<file path="src/rtl/core/irs_pkg.sv">
// shared types and constants of the image resize unit
`default_nettype none
package irs_pkg;

  localparam int unsigned MaxSrcWidth    = 64;
  localparam int unsigned MaxSrcHeight   = 64;
  localparam int unsigned MaxDstSize     = 1024;
  localparam int unsigned WeightFracBits = 8;

  // divider operand widths
  localparam int unsigned DenW = 11;
  localparam int unsigned NumW = (11 + WeightFracBits > 17) ? 11 + WeightFracBits : 17;

  localparam logic [1:0] MethodNearest  = 2'd1;
  localparam logic [1:0] MethodBilinear = 2'd2;
  localparam logic [1:0] ColorGray      = 2'd0;
  localparam logic [1:0] ColorRgb       = 2'd1;

  typedef enum logic [2:0] {
    REG_SRC_WIDTH     = 3'd0,
    REG_SRC_HEIGHT    = 3'd1,
    REG_DST_WIDTH     = 3'd2,
    REG_DST_HEIGHT    = 3'd3,
    REG_KEEP_ASPECT   = 3'd4,
    REG_RESIZE_METHOD = 3'd5,
    REG_COLOR_MODE    = 3'd6
  } cfg_reg_e;

  typedef enum logic [2:0] {
    DIV_H = 3'd0,
    DIV_X = 3'd1,
    DIV_Y = 3'd2,
    DIV_A = 3'd3,
    DIV_B = 3'd4
  } div_sel_e;

  typedef struct packed {
    logic [6:0]  src_width;
    logic [6:0]  src_height;
    logic [10:0] dst_width;
    logic [10:0] dst_height;
    logic        keep_aspect;
    logic [1:0]  resize_method;
    logic [1:0]  color_mode;
  } cfg_t;

  typedef struct packed {
    logic     capture;
    logic     div_start;
    logic     div_latch;
    div_sel_e div_sel;
    logic     eval;
    logic     prep;
    logic     rd_en;
    logic [1:0] rd_idx;
    logic     acc_en;
    logic     finish;
  } cmd_t;

  typedef struct packed {
    logic div_done;
    logic run;
  } sts_t;

endpackage
`default_nettype wire

</file>
<file path="src/rtl/core/irs_ctrl.sv">
// request sequencer of the image resize unit
`default_nettype none
module irs_ctrl import irs_pkg::*; (
  input  wire logic clk_i,
  input  wire logic rst_ni,
  input  wire logic req_i,
  input  wire logic keep_aspect_i,
  input  wire sts_t sts_i,
  output cmd_t      cmd_o,
  output logic      busy_o
);

  typedef enum logic [9:0] {
    ST_IDLE = 10'b00_0000_0001,
    ST_DIVH = 10'b00_0000_0010,
    ST_EVAL = 10'b00_0000_0100,
    ST_DIVX = 10'b00_0000_1000,
    ST_DIVY = 10'b00_0001_0000,
    ST_DIVA = 10'b00_0010_0000,
    ST_DIVB = 10'b00_0100_0000,
    ST_PREP = 10'b00_1000_0000,
    ST_READ = 10'b01_0000_0000,
    ST_FIN  = 10'b10_0000_0000
  } state_e;

  state_e     state_q, state_d, div_next;
  logic       started_q, started_d, in_div;
  logic [2:0] cnt_q, cnt_d;

  always_comb begin
    state_d   = state_q;
    started_d = started_q;
    cnt_d     = cnt_q;
    cmd_o     = '0;
    in_div    = 1'b0;
    div_next  = ST_IDLE;
    cmd_o.div_sel = DIV_H;
    case (state_q)
      ST_IDLE: begin
        if (req_i) begin
          cmd_o.capture = 1'b1;
          state_d = keep_aspect_i ? ST_DIVH : ST_EVAL;
        end
      end
      ST_DIVH: begin
        in_div = 1'b1; cmd_o.div_sel = DIV_H; div_next = ST_EVAL;
      end
      ST_EVAL: begin
        cmd_o.eval = 1'b1;
        state_d = sts_i.run ? ST_DIVX : ST_FIN;
      end
      ST_DIVX: begin
        in_div = 1'b1; cmd_o.div_sel = DIV_X; div_next = ST_DIVY;
      end
      ST_DIVY: begin
        in_div = 1'b1; cmd_o.div_sel = DIV_Y; div_next = ST_DIVA;
      end
      ST_DIVA: begin
        in_div = 1'b1; cmd_o.div_sel = DIV_A; div_next = ST_DIVB;
      end
      ST_DIVB: begin
        in_div = 1'b1; cmd_o.div_sel = DIV_B; div_next = ST_PREP;
      end
      ST_PREP: begin
        cmd_o.prep = 1'b1;
        cnt_d   = '0;
        state_d = ST_READ;
      end
      ST_READ: begin
        cmd_o.rd_en  = cnt_q != 3'd4;
        cmd_o.rd_idx = cnt_q[1:0];
        cmd_o.acc_en = cnt_q != 3'd0;
        cnt_d = cnt_q + 3'd1;
        if (cnt_q == 3'd4) begin
          state_d = ST_FIN;
        end
      end
      ST_FIN: begin
        cmd_o.finish = 1'b1;
        state_d = ST_IDLE;
      end
      default: begin
        state_d = ST_IDLE;
      end
    endcase
    if (in_div) begin
      if (!started_q) begin
        cmd_o.div_start = 1'b1;
        started_d = 1'b1;
      end else if (sts_i.div_done) begin
        cmd_o.div_latch = 1'b1;
        started_d = 1'b0;
        state_d   = div_next;
      end
    end
  end

  always_ff @(posedge clk_i or negedge rst_ni) begin
    if (!rst_ni) begin
      state_q   <= ST_IDLE;
      started_q <= 1'b0;
      cnt_q     <= '0;
    end else begin
      state_q   <= state_d;
      started_q <= started_d;
      cnt_q     <= cnt_d;
    end
  end

  assign busy_o = state_q != ST_IDLE;

endmodule
`default_nettype wire

</file>
<file path="config.mk">
export PLATFORM = sky130hd
export DESIGN_NAME = irs_ctrl
export DESIGN_NICKNAME = d
export VERILOG_FILES = /design/src/rtl/core/irs_pkg.sv /design/src/rtl/core/irs_ctrl.sv
export SDC_FILE = /design/constraint.sdc
export NUM_CORES = 1
export LEC_CHECK = 0
export ABC_AREA = 1
export BUFFER_PORTS_ARGS = -buffer_cell sky130_fd_sc_hd__buf_4
export CORE_MARGIN = 2
export CORE_UTILIZATION = 35
export DETAILED_ROUTE_END_ITERATION = 16
export GPL_TIMING_DRIVEN = 0
export HOLD_SLACK_MARGIN = 0.06
export PLACE_DENSITY_LB_ADDON = 0.1
export SLEW_MARGIN = 25
export SYNTH_ARGS = -nofsm -noshare
export SYNTH_HDL_FRONTEND = slang
export SYNTH_SLANG_ARGS = --single-unit
export TNS_END_PERCENT = 1
</file>
<file path="constraint.sdc">
create_clock -name clk_i -period 4.2 [get_ports clk_i]
set_input_delay 0.42 -clock clk_i [delete_from_list [all_inputs] [get_ports clk_i]]
set_output_delay 0.42 -clock clk_i [all_outputs]
set_load 0.03 [all_outputs]
</file>
==> run summary <==
The flow ran to the end, and the final reports show no timing, DRC or antenna violations. For the count of pins over their slew limit, the log shows 0. The tools report the initial core utilization as 0.375. The placed instances occupy a cell area of 0.00112 sq mm. The logs give 1 for the number of H-tree branching levels and 0 for the setup-violating endpoint count in the final report.

Summed over all layers, the routed wires come to 1960 um. In this run the power density over the cells is 467 mW/mm^2. After clock tree synthesis, the clock-pin slew on the worst setup and hold paths is 0.09 ns. Clock tree synthesis selected as its root buffer the cell clkbuf_4. Summed over all nets, the half-perimeter wirelength after detailed placement is 1600 um. After detailed routing, the average wire length per cell comes to 11.4 um. Number of global-route vias before repair: 780. The worst hold path begins at req_i. The tools report the number of placed cells counting well taps as 167. STA puts the critical path data arrival time at 1.71 ns.

Yosys attributes the largest share of cell area to dfrtp_1 (34%), nor2_4 (8.3%), inv_1 (7.2%), nor2_1 (7.2%), nand2_1 (6.8%). The number of gates resized after CTS was 0. The leakage power total was 0.633 nW; the post-synthesis async set-or-reset flop share was 1.00.

The count of flip-flops with a built-in enable after synthesis came out at 0. STA puts the critical path data required time at 3.78 ns. The multi-input combinational cells in the finished layout cover a total of 518 sq um. The commonest cells after synthesis are inv_1 (18), nor2_1 (18), nand2_1 (17). TritonCTS built the clock tree. The Yosys step of the flow raised 0 warnings. The detailed router finished its first iteration with 20 violations. The remaining max-slew budget at the tightest pin was 0.819. The first-pass GRT wire length came out at 3460 um. The synthesized area is 945 sq um. The congestion estimate from routability-driven global placement came to 0.810. In the final design database the tool counted 151 nets. The dominant register cell in the synthesized netlist was dfrtp_1. Counting every instance in the synthesized netlist gives 118. The count of cells in the finished layout, fillers not included, comes to 172. The timing startpoint of the critical path was state_q[9]. From left edge to right edge, the die measures 56.0 um.

The tools report the total routing usage reported by global routing as 0.138. In this run the vertical extent of the chip is 56.0 um. IR analysis of the VDD net gives a maximum drop of 0.338 mV.

After global routing the overflow that remains totals 0. The die covers 0.00313 sq mm. The actual slew at the worst max-slew pin is 0.269 ns, and the via count is 804. The run gives 0 as the number of antenna violations at the first check in global routing.

The count of nets left with antenna violations once routing finished came out at 0. The number of distinct standard cells referenced by the synthesized netlist was 26; the final critical-path share of the clock period was 0.506. Count of antenna diodes in the layout: 0.

Across all hold checks on the routed design, the worst slack comes to 0.294 ns. Once layout is done, the placed cells without fillers occupy 0.00116 sq mm. After synthesis, the mean cell area works out to 8.01 sq um.

The final number of hold-violating endpoints is 0, and the final-layout fill cell count is 277. Across the run, the number of max-cap violations was 0. The number of buffers inserted during clock tree synthesis was 3.

The later pin in the worst-skew pair is clocked with a latency of 0.28 ns. After floorplanning, the core was sized to cover 0.00252 sq mm. The worst setup path is captured at an output port. The maximum clock rate is 0.470 GHz. CTS saw 14 sinks. The layout overhead on the synthesized area works out to 22.9%. The synthesized netlist net count was 126. The pin count of the biggest net entering global routing was 15. Registers take 352 sq um. The largest fanout on the critical path was 5. Setup repair after global routing left no endpoint under its margin. The post-detailed-route DRC marker count was 0.

Counting flops and latches in the post-synthesis netlist gives 14. The worst-case clock skew came out at 0.00917 ns. For the length of the first detailed-routing pass in iterations, the log shows 4. Startpoint of the worst-slack reg-to-reg timing path: state_q[0]. The number of placement rows came out at 18.

The min-delay analysis places its worst path in the category in2reg. The tools report the share of the yosys chip area belonging to registers as 0.372. Port buffering added 19 buffers. Category of the most critical setup path: reg2out. Counting along the longest clock path gives a buffer depth of 2. The fraction of synthesized cell area taken by the top area cell type came out at 0.344. The startpoint class of the critical path is a flop. The total I/O pin count was 20; the layout cell share with drive strength beyond 1 was 0.352. The routed design could run at a clock period as short as 2.13 ns. The cell taking the most area after synthesis was dfrtp_1. Using the TritonRoute via totals, the vias-per-cell ratio works out to 4.67.

For the final routed database, the setup TNS stands at 0 ns.
-- worst max-delay path: stages (launching register included) --
cell and delay [ns]:
dfrtp_1 0.42, nor2_4 0.21, nand2_2 0.11, nor2_4 0.11, nand2_1 0.11, nand3_4 0.10
nor2_4 0.06, nor2_4 0.12, buf_4 0.18
-- through the flow --
stage	utilization	total power, W	setup slack, ns
2_1_floorplan	-	0.000396	2.28
3_3_place_gp	0.446	0.000464	2.40
3_5_place_dp	0.446	0.000467	2.39
4_1_cts	0.460	0.000551	2.06
5_1_grt	0.460	0.000582	1.94
6_report	0.460	0.000542	2.07
-- final cells by class --
type / instances / area share
tap: 30 / 0.0323
multi-input combinational: 84 / 0.446
sequential: 14 / 0.303
inverter: 20 / 0.0647
clock buffer: 4 / 0.0226
timing repair buffer: 20 / 0.131
-- power breakdown --
group	total (W)	internal [W]	leakage, nW	switching, W
Sequential	0.000177	0.000157	0.187	0.0000198
Clock	0.0000798	0.0000368	0.0150	0.0000429
Combinational	0.000285	0.000102	0.431	0.000183
-- flip-flops by register name, indices dropped and copies added (netlist names) --
name	count
state_q	10
started_q	1
cnt_q	3
-- per-layer routing --
layer / wire length, um / track usage / vias up / share of wire
li1: - / - / 426 / -
met1: 1010 / 0.197 / 366 / 0.52
met2: 856 / 0.202 / 10 / 0.44
met3: 73 / 0.0535 / 2 / 0.037
met4: 13 / 0.0204 / 0 / 0.0066
met5: 0 / 0 / - / 0
-- kinds of logic after synthesis --
logic type	synth area share
xor+xnor	0.00927
fa+ha+maj	0.0265
compound gates	0.0742
flops	0.372
buf+inv	0.0795
simple gates	0.438
-- layout by cell type (no fill, tap or decap), drive strengths merged --
| cell | n |
|---|---|
| nor4 | 1 |
| xnor2 | 1 |
| clkbuf | 4 |
| dfrtp | 13 |
| and3 | 1 |
| ha | 2 |
| nand3 | 10 |
| buf | 19 |
| inv | 20 |
| o21ai | 5 |
| dlygate4sd3 | 1 |
| nor2 | 28 |
| nor3 | 1 |
| nand2 | 26 |
| dfstp | 1 |
| o22ai | 3 |
| nand4 | 2 |
| o21a | 1 |
| a21oi | 3 |
-- path summary, 6_finish.rpt --
kind,slack [ns],cells past startpoint,endpoint
max,2.07,8,cmd_o[10]
min,0.29,2,state_q[0]
max reg2reg,2.62,9,state_q[6]
min reg2reg,0.54,2,started_q
max in group asynchronous,3.43,2,state_q[0]
min in group asynchronous,0.52,2,state_q[2]
-- what timing repair did --
action                                 in CTS  in global routing
endpoints found under the hold margin      13                  0
setup buffers                               0                  0
setup endpoints to repair                   0                  0
hold buffers                                1                  0
(Power assumes the default switching activity.)
