File: src/rtl/core/irs_pkg.sv
// shared types and constants of the image resize unit
`default_nettype none
package irs_pkg;

  localparam int unsigned MaxSrcWidth    = 64;
  localparam int unsigned MaxSrcHeight   = 64;
  localparam int unsigned MaxDstSize     = 1024;
  localparam int unsigned WeightFracBits = 8;

  // divider operand widths
  localparam int unsigned DenW = 11;
  localparam int unsigned NumW = (11 + WeightFracBits > 17) ? 11 + WeightFracBits : 17;

  localparam logic [1:0] MethodNearest  = 2'd1;
  localparam logic [1:0] MethodBilinear = 2'd2;
  localparam logic [1:0] ColorGray      = 2'd0;
  localparam logic [1:0] ColorRgb       = 2'd1;

  typedef enum logic [2:0] {
    REG_SRC_WIDTH     = 3'd0,
    REG_SRC_HEIGHT    = 3'd1,
    REG_DST_WIDTH     = 3'd2,
    REG_DST_HEIGHT    = 3'd3,
    REG_KEEP_ASPECT   = 3'd4,
    REG_RESIZE_METHOD = 3'd5,
    REG_COLOR_MODE    = 3'd6
  } cfg_reg_e;

  typedef enum logic [2:0] {
    DIV_H = 3'd0,
    DIV_X = 3'd1,
    DIV_Y = 3'd2,
    DIV_A = 3'd3,
    DIV_B = 3'd4
  } div_sel_e;

  typedef struct packed {
    logic [6:0]  src_width;
    logic [6:0]  src_height;
    logic [10:0] dst_width;
    logic [10:0] dst_height;
    logic        keep_aspect;
    logic [1:0]  resize_method;
    logic [1:0]  color_mode;
  } cfg_t;

  typedef struct packed {
    logic     capture;
    logic     div_start;
    logic     div_latch;
    div_sel_e div_sel;
    logic     eval;
    logic     prep;
    logic     rd_en;
    logic [1:0] rd_idx;
    logic     acc_en;
    logic     finish;
  } cmd_t;

  typedef struct packed {
    logic div_done;
    logic run;
  } sts_t;

endpackage
`default_nettype wire

File: src/rtl/core/irs_div.sv
// restoring divider, one quotient bit per cycle
`default_nettype none
module irs_div import irs_pkg::*; (
  input  wire logic            clk_i,
  input  wire logic            rst_ni,
  input  wire logic            start_i,
  input  wire logic [NumW-1:0] num_i,
  input  wire logic [DenW-1:0] den_i,
  output logic                 done_o,
  output logic      [NumW-1:0] quo_o,
  output logic      [DenW-1:0] rem_o
);

  localparam int unsigned CntW = $clog2(NumW + 1);

  logic            run_q, run_d, done_q, done_d;
  logic [CntW-1:0] cnt_q, cnt_d;
  logic [NumW-1:0] n_q, n_d;
  logic [DenW-1:0] r_q, r_d, d_q, d_d;
  logic [DenW:0]   t;
  logic            sub_ok;

  always_comb begin
    t      = {r_q, n_q[NumW-1]};
    sub_ok = t >= {1'b0, d_q};
    run_d  = run_q;
    done_d = 1'b0;
    cnt_d  = cnt_q;
    n_d    = n_q;
    r_d    = r_q;
    d_d    = d_q;
    if (start_i) begin
      n_d   = num_i;
      r_d   = '0;
      d_d   = den_i;
      cnt_d = CntW'(NumW);
      run_d = 1'b1;
    end else if (run_q) begin
      n_d   = {n_q[NumW-2:0], sub_ok};
      r_d   = sub_ok ? DenW'(t - {1'b0, d_q}) : t[DenW-1:0];
      cnt_d = cnt_q - CntW'(1);
      if (cnt_q == CntW'(1)) begin
        run_d  = 1'b0;
        done_d = 1'b1;
      end
    end
  end

  always_ff @(posedge clk_i or negedge rst_ni) begin
    if (!rst_ni) begin
      run_q  <= 1'b0;
      done_q <= 1'b0;
      cnt_q  <= '0;
    end else begin
      run_q  <= run_d;
      done_q <= done_d;
      cnt_q  <= cnt_d;
    end
  end

  always_ff @(posedge clk_i) begin
    n_q <= n_d;
    r_q <= r_d;
    d_q <= d_d;
  end

  assign done_o = done_q;
  assign quo_o  = n_q;
  assign rem_o  = r_q;

endmodule
`default_nettype wire

File: src/rtl/core/irs_dp.sv
// datapath: coordinate division, neighbour selection and weighted sum
`default_nettype none
module irs_dp import irs_pkg::*; #(
  parameter int unsigned MAX_SRC_WIDTH  = MaxSrcWidth,
  parameter int unsigned MAX_SRC_HEIGHT = MaxSrcHeight
) (
  input  wire logic        clk_i,
  input  wire logic        rst_ni,
  input  wire cfg_t        cfg_i,
  input  wire cmd_t        cmd_i,
  output sts_t             sts_o,
  input  wire logic [9:0]  col_i,
  input  wire logic [9:0]  row_i,
  output logic [$clog2(MAX_SRC_WIDTH*MAX_SRC_HEIGHT)-1:0] rd_addr_o,
  input  wire logic [23:0] rd_data_i,
  output logic             res_valid_o,
  output logic [9:0]       dest_col_o,
  output logic [9:0]       dest_row_o,
  output logic [7:0]       out_ch0_o,
  output logic [7:0]       out_ch1_o,
  output logic [7:0]       out_ch2_o,
  output logic             outside_o
);

  localparam int unsigned AddrW = $clog2(MAX_SRC_WIDTH * MAX_SRC_HEIGHT);
  localparam int unsigned XW    = $clog2(MAX_SRC_WIDTH);
  localparam int unsigned YW    = $clog2(MAX_SRC_HEIGHT);
  localparam int unsigned Wf    = WeightFracBits;
  localparam int unsigned PW    = 2 * Wf + 1;
  localparam int unsigned AccW  = 2 * Wf + 8;
  localparam logic [Wf:0] One   = (Wf+1)'(1) << Wf;

  function automatic logic [NumW-1:0] near_idx(logic [NumW-1:0] q, logic [DenW-1:0] r,
                                              logic [DenW-1:0] d, logic [NumW-1:0] lim);
    logic [DenW:0]   t;
    logic [NumW-1:0] v;
    t = {r, 1'b0};
    v = q;
    if (t > {1'b0, d} || (t == {1'b0, d} && q[0])) begin
      v = q + NumW'(1);
    end
    if (v > lim - NumW'(1)) begin
      v = lim - NumW'(1);
    end
    return v;
  endfunction

  logic [6:0]      sw, sh;
  logic [10:0]     dw, dh_cfg, dh_eff, ynum, yden;
  logic            outside, run;
  logic [NumW-1:0] num;
  logic [DenW-1:0] den;
  logic            div_done;
  logic [NumW-1:0] quo;
  logic [DenW-1:0] rem;

  logic [9:0]      col_q, row_q;
  logic [10:0]     dh_q;
  logic [NumW-1:0] qx_q, qy_q;
  logic [DenW-1:0] rx_q, ry_q;
  logic [Wf-1:0]   a_q, b_q, wa_q, wb_q;
  logic [XW-1:0]   x0_q, x1_q;
  logic [YW-1:0]   y0_q, y1_q;
  logic [PW-1:0]   w_q;
  logic [AccW-1:0] acc_q [3];
  logic            run_q, outside_q;
  logic            res_valid_q;
  logic [7:0]      ch_q [3];
  logic [9:0]      dest_col_q, dest_row_q;
  logic            res_outside_q;

  logic [NumW-1:0] sw_lim, sh_lim, x0, x1, y0, y1, x1c, y1c;
  logic [Wf-1:0]   wa, wb;
  logic [Wf:0]     wx, wy;
  logic [XW-1:0]   xs;
  logic [YW-1:0]   ys;

  // saturated sizes
  always_comb begin
    sw = cfg_i.src_width;
    if (cfg_i.src_width == 7'd0) sw = 7'd1;
    else if (32'(cfg_i.src_width) > MAX_SRC_WIDTH) sw = 7'(MAX_SRC_WIDTH);
    sh = cfg_i.src_height;
    if (cfg_i.src_height == 7'd0) sh = 7'd1;
    else if (32'(cfg_i.src_height) > MAX_SRC_HEIGHT) sh = 7'(MAX_SRC_HEIGHT);
    dw = cfg_i.dst_width;
    if (cfg_i.dst_width == 11'd0) dw = 11'd1;
    else if (32'(cfg_i.dst_width) > MaxDstSize) dw = 11'(MaxDstSize);
    dh_cfg = cfg_i.dst_height;
    if (cfg_i.dst_height == 11'd0) dh_cfg = 11'd1;
    else if (32'(cfg_i.dst_height) > MaxDstSize) dh_cfg = 11'(MaxDstSize);
    dh_eff  = cfg_i.keep_aspect ? dh_q : dh_cfg;
    ynum    = cfg_i.keep_aspect ? 11'(sw) : 11'(sh);
    yden    = cfg_i.keep_aspect ? dw : dh_cfg;
    outside = {1'b0, col_q} >= dw || {1'b0, row_q} >= dh_eff;
    run     = !outside && cfg_i.color_mode <= ColorRgb &&
              (cfg_i.resize_method == MethodNearest ||
               cfg_i.resize_method == MethodBilinear);
  end

  // divider operands
  always_comb begin
    case (cmd_i.div_sel)
      DIV_H: begin
        num = NumW'(NumW'(dw) * NumW'(sh));
        den = DenW'(sw);
      end
      DIV_X: begin
        num = NumW'(NumW'(col_q) * NumW'(sw));
        den = dw;
      end
      DIV_Y: begin
        num = NumW'(NumW'(row_q) * NumW'(ynum));
        den = yden;
      end
      DIV_A: begin
        num = NumW'(rx_q) << Wf;
        den = dw;
      end
      DIV_B: begin
        num = NumW'(ry_q) << Wf;
        den = yden;
      end
      default: begin
        num = '0;
        den = 11'd1;
      end
    endcase
  end

  irs_div u_div (
    .clk_i   (clk_i),
    .rst_ni  (rst_ni),
    .start_i (cmd_i.div_start),
    .num_i   (num),
    .den_i   (den),
    .done_o  (div_done),
    .quo_o   (quo),
    .rem_o   (rem)
  );

  assign sts_o.div_done = div_done;
  assign sts_o.run      = run;

  // neighbour positions and weights
  always_comb begin
    sw_lim = NumW'(sw);
    sh_lim = NumW'(sh);
    x1c = qx_q + NumW'(rx_q != '0);
    y1c = qy_q + NumW'(ry_q != '0);
    if (cfg_i.resize_method == MethodNearest) begin
      x0 = near_idx(qx_q, rx_q, dw, sw_lim);
      y0 = near_idx(qy_q, ry_q, yden, sh_lim);
      x1 = x0;
      y1 = y0;
      wa = '0;
      wb = '0;
    end else begin
      x0 = (qx_q > sw_lim - NumW'(1)) ? sw_lim - NumW'(1) : qx_q;
      y0 = (qy_q > sh_lim - NumW'(1)) ? sh_lim - NumW'(1) : qy_q;
      x1 = x1c;
      wa = a_q;
      if (x1c > sw_lim - NumW'(1)) begin
        x1 = sw_lim - NumW'(1);
        wa = '0;
      end
      y1 = y1c;
      wb = b_q;
      if (y1c > sh_lim - NumW'(1)) begin
        y1 = sh_lim - NumW'(1);
        wb = '0;
      end
    end
  end

  // read address and weight of one corner
  always_comb begin
    xs = cmd_i.rd_idx[0] ? x1_q : x0_q;
    ys = cmd_i.rd_idx[1] ? y1_q : y0_q;
    wx = cmd_i.rd_idx[0] ? {1'b0, wa_q} : One - {1'b0, wa_q};
    wy = cmd_i.rd_idx[1] ? {1'b0, wb_q} : One - {1'b0, wb_q};
    rd_addr_o = AddrW'(AddrW'(ys) * AddrW'(MAX_SRC_WIDTH) + AddrW'(xs));
  end

  always_ff @(posedge clk_i or negedge rst_ni) begin
    if (!rst_ni) begin
      res_valid_q <= 1'b0;
    end else begin
      res_valid_q <= cmd_i.finish;
    end
  end

  always_ff @(posedge clk_i) begin
    if (cmd_i.capture) begin
      col_q <= col_i;
      row_q <= row_i;
    end
    if (cmd_i.div_latch) begin
      case (cmd_i.div_sel)
        DIV_H: dh_q <= (quo > NumW'(MaxDstSize)) ? 11'(MaxDstSize) : quo[10:0];
        DIV_X: begin
          qx_q <= quo;
          rx_q <= rem;
        end
        DIV_Y: begin
          qy_q <= quo;
          ry_q <= rem;
        end
        DIV_A: a_q <= quo[Wf-1:0];
        DIV_B: b_q <= quo[Wf-1:0];
        default: ;
      endcase
    end
    if (cmd_i.eval) begin
      run_q     <= run;
      outside_q <= outside;
    end
    if (cmd_i.prep) begin
      x0_q <= x0[XW-1:0];
      x1_q <= x1[XW-1:0];
      y0_q <= y0[YW-1:0];
      y1_q <= y1[YW-1:0];
      wa_q <= wa;
      wb_q <= wb;
      for (int k = 0; k < 3; k++) acc_q[k] <= '0;
    end
    if (cmd_i.rd_en) begin
      w_q <= PW'(wx * wy);
    end
    if (cmd_i.acc_en) begin
      for (int k = 0; k < 3; k++) begin
        acc_q[k] <= acc_q[k] + AccW'(AccW'(rd_data_i[8*k +: 8]) * AccW'(w_q));
      end
    end
    if (cmd_i.finish) begin
      dest_col_q    <= col_q;
      dest_row_q    <= row_q;
      res_outside_q <= outside_q;
      ch_q[0] <= run_q ? acc_q[0][AccW-1 -: 8] : 8'd0;
      ch_q[1] <= (run_q && cfg_i.color_mode != ColorGray) ? acc_q[1][AccW-1 -: 8] : 8'd0;
      ch_q[2] <= (run_q && cfg_i.color_mode != ColorGray) ? acc_q[2][AccW-1 -: 8] : 8'd0;
    end
  end

  assign res_valid_o = res_valid_q;
  assign dest_col_o  = dest_col_q;
  assign dest_row_o  = dest_row_q;
  assign out_ch0_o   = ch_q[0];
  assign out_ch1_o   = ch_q[1];
  assign out_ch2_o   = ch_q[2];
  assign outside_o   = res_outside_q;

endmodule
`default_nettype wire

File: config.mk
export PLATFORM = sky130hd
export DESIGN_NAME = irs_dp
export DESIGN_NICKNAME = d
export VERILOG_FILES = /design/src/rtl/core/irs_pkg.sv /design/src/rtl/core/irs_div.sv /design/src/rtl/core/irs_dp.sv
export SDC_FILE = /design/constraint.sdc
export NUM_CORES = 2
export LEC_CHECK = 0
export ABC_CLOCK_PERIOD_IN_PS = 6300
export BUFFER_PORTS_ARGS = -buffer_cell sky130_fd_sc_hd__buf_2
export CORE_ASPECT_RATIO = 2
export CORE_UTILIZATION = 65
export CTS_CLUSTER_DIAMETER = 100
export CTS_CLUSTER_SIZE = 12
export DETAILED_ROUTE_END_ITERATION = 10
export HOLD_SLACK_MARGIN = 0.15
export PLACE_DENSITY = 0.82
export SYNTH_ARGS = -nofsm -noshare
export SYNTH_HDL_FRONTEND = slang
export SYNTH_SLANG_ARGS = --single-unit
File: constraint.sdc
create_clock -name clk_i -period 6.3 [get_ports clk_i]
set_input_delay 0.63 -clock clk_i [delete_from_list [all_inputs] [get_ports clk_i]]
set_output_delay 0.63 -clock clk_i [all_outputs]
set_load 0.005 [all_outputs]
==> reports/results.ini <==
[run_status]
status=finished, final reports clean

[drt]
wl_met1_um=37100
vias=33900
drt-initial-drc-count=2167
met2_length_um=66800
wl_met3_um=8140
dr.pass1.iters=7
wl_per_cell_um=23.4
ant_nets=0
dr.max_layer_used=met5
avgViaCountPerCell=6.15
routed_wl_um=129000
drc_errors=0

[logic_synthesis]
synth_area_leader_cell=fa_1
synth_most_common_cell=inv_1
synth-edff-count=313
ys_ff_latch=332
ys_types=82
synth_top_cells_by_count=703 x inv_1, 508 x fa_1, 473 x nand2_1
yosysSeqAreaShare_pct=23.3
yosysTopAreaCellShare_pct=24.1
syn_inst=4433
yosys-top-cells-area=fa_1 24%, edfxtp_1 22%, ha_1 13%
syn_avg_cell_area_um2=9.50
netlist_area_um2=42100
ys.flop_type=edfxtp_1
yosys_warnings=0
async_flop_share_pct=2.41

[timing]
rsz0062_at_grt=no
fin_crit_sh_pct=95.3
timing.final.crit_period_ps=6000
clock_skew_ps=33.6
hold_viol_final=0
relSlewSlack_pct=15.4
drv_slew=0
setup_ws_ps=296
finalSetupTns_ps=0
setup_viol_count_final=0
fmax_mhz=167
worst_slew_pin_slew_ps=1260

[worst_setup_path]
path_class=primary input to register
endpoint_kind=register
rr_worst_depth=17
crit_required_ps=6660
critPathMaxFanout=10
cp.arrival_ps=6360
cp-start-kind=primary input

[hold_path]
hold-path-cell-count=1
hp-class=primary input to register

[global_routing]
antenna_found_initial=5
grt_remaining_overflow=0
grt_pass1_vias=37100
grt_max_degree=44
grt_pass1_wl_um=197000
grt_util_all_layers_pct=40.3

[clock_tree]
clkTransAtPathRegs_ps=60
clock_path_buffers=3
cts-root-buf=clkbuf_16
cts_buffers=31
h-tree-depth=1
clock_latency_ps=660
cts_tree=done
cts_resized=0
cts_num_sinks=332

[final_layout]
final_cells=5505
multi_input_area_um2=29400
final_nets=5744
areaGrowthSynthToFinish_pct=8.30
antenna_cells=0
layout-drive-gt1-share_pct=8.05
seqCellArea_um2=9820
fillers=4883

[floorplan]
rows=131
ios=160
die_h_um=362
core_area_um2=63900
start_util_pct=65.9
die_w_um=182
die_area_um2=65900

[place]
dpl.cell_count=5457
gp_congestion=1.08
portBuffers=159
hpwlAfterDp_um=104000
dp_slack_ps=-142

[job]
cap_violations=0

-- per-stage QoR --
stage / hold WS (ps) / util (%) / instance area [um2]
floorplan: 334 / - / 42400
global placement: 409 / 70.0 / 44700
detailed placement: 408 / 70.0 / 44700
CTS: 155 / 71.3 / 45600
global route: 162 / 71.3 / 45600
finish: 173 / 71.3 / 45600
-- critical path: stages --
cell and delay [ps]:
buf_2 140, nor4_1 440, nand4b_1 170, a21oi_1 540, a22oi_1 320, ha_1 390
a21o_1 170, a21oi_1 170, o221ai_1 190, a2111oi_2 600, a21o_1 260, or3_1 180
nor2_1 70, xor2_1 150, ha_1 320, nand4_1 150, nor3_1 300, o21ai_0 140
a21oi_1 210, o31a_1 430, nand2_1 90, o21ai_0 150, mux2i_1 150
-- cells in the final DEF, fill, tap and decap left out, types with 12 or more instances in the layout --
| master | instances |
|---|---|
| inv_1 | 702 |
| fa_1 | 508 |
| nand2_1 | 473 |
| ha_1 | 443 |
| and2_1 | 370 |
| edfxtp_1 | 313 |
| nor2_1 | 246 |
| buf_2 | 159 |
| buf_4 | 136 |
| a21oi_1 | 135 |
| o21ai_0 | 120 |
| xnor2_1 | 107 |
| xor2_1 | 86 |
| nor3_1 | 73 |
| conb_1 | 72 |
| a21o_1 | 69 |
| nand3_1 | 60 |
| nor2b_1 | 58 |
| mux2i_1 | 45 |
| nand4_1 | 41 |
| and3_1 | 35 |
| o21a_1 | 35 |
| clkbuf_16 | 31 |
| nand2b_1 | 29 |
| a211oi_1 | 26 |
| a31oi_1 | 25 |
| a22oi_1 | 24 |
| o22ai_1 | 24 |
| or3_1 | 19 |
| nor4_1 | 18 |
| mux2_2 | 17 |
| o211ai_1 | 15 |
| or2_2 | 14 |
| clkbuf_1 | 14 |
| o31ai_1 | 12 |
-- layout make-up --
type	instances	share of cell area, %
clock buffer	45	1.82
timing repair buffer	300	4.18
sequential	332	21.5
clock inverter	2	0.0850
tap	798	2.19
multi-input combinational	3320	64.4
inverter	708	5.83
-- what timing repair did --
item | CTS | global route
hold endpoints to repair | 8 | 0
setup buffers | 0 | 0
hold buffers | 1 | 0
-- final timing paths --
kind,startpoint,endpoint,slack [ps]
hold / removal,col_i[4],col_q[4],170
min in group asynchronous,rst_ni,res_valid_o,340
setup / recovery,cfg_i[11],y1_q[1],300
hold reg to reg,outside_q,outside_o,430
setup reg to reg,w_q[14],acc_q[0][71],370
max in group asynchronous,rst_ni,u_div.cnt_q[1],5750
-- routing by layer --
metal	up-vias	global-route usage, %
li1	15000	-
met1	16500	34.7
met2	1562	73.7
met4	6	44.3
met5	-	0
met3	792	7.10
-- logic make-up after synthesis --
kind of cell | after synthesis | share of synthesized area [%]
buffers and inverters | 852 | 7.62
AND/OR/NAND/NOR | 1462 | 17.2
multiplexers | 62 | 1.52
adder cells (fa/ha/maj) | 951 | 37.3
AO/OA/AOI/OAI | 580 | 8.98
flip-flops | 332 | 23.3
XOR/XNOR | 193 | 4.01
other | 1 | 0.00890
-- flip-flops by register name, summed over array words and instances (netlist names), 10 cells and up --
signal	count
w_q	17
dest_row_o	10
dh_q	11
row_q	10
ry_q	11
rx_q	11
qx_q	19
dest_col_o	10
u_div.d_q	11
u_div.quo_o	19
ch_q	24
col_q	10
qy_q	19
u_div.rem_o	11
acc_q	72
Power is not shown: default switching activity piles up to over one toggle a cycle in this logic, so the estimate is an artifact.
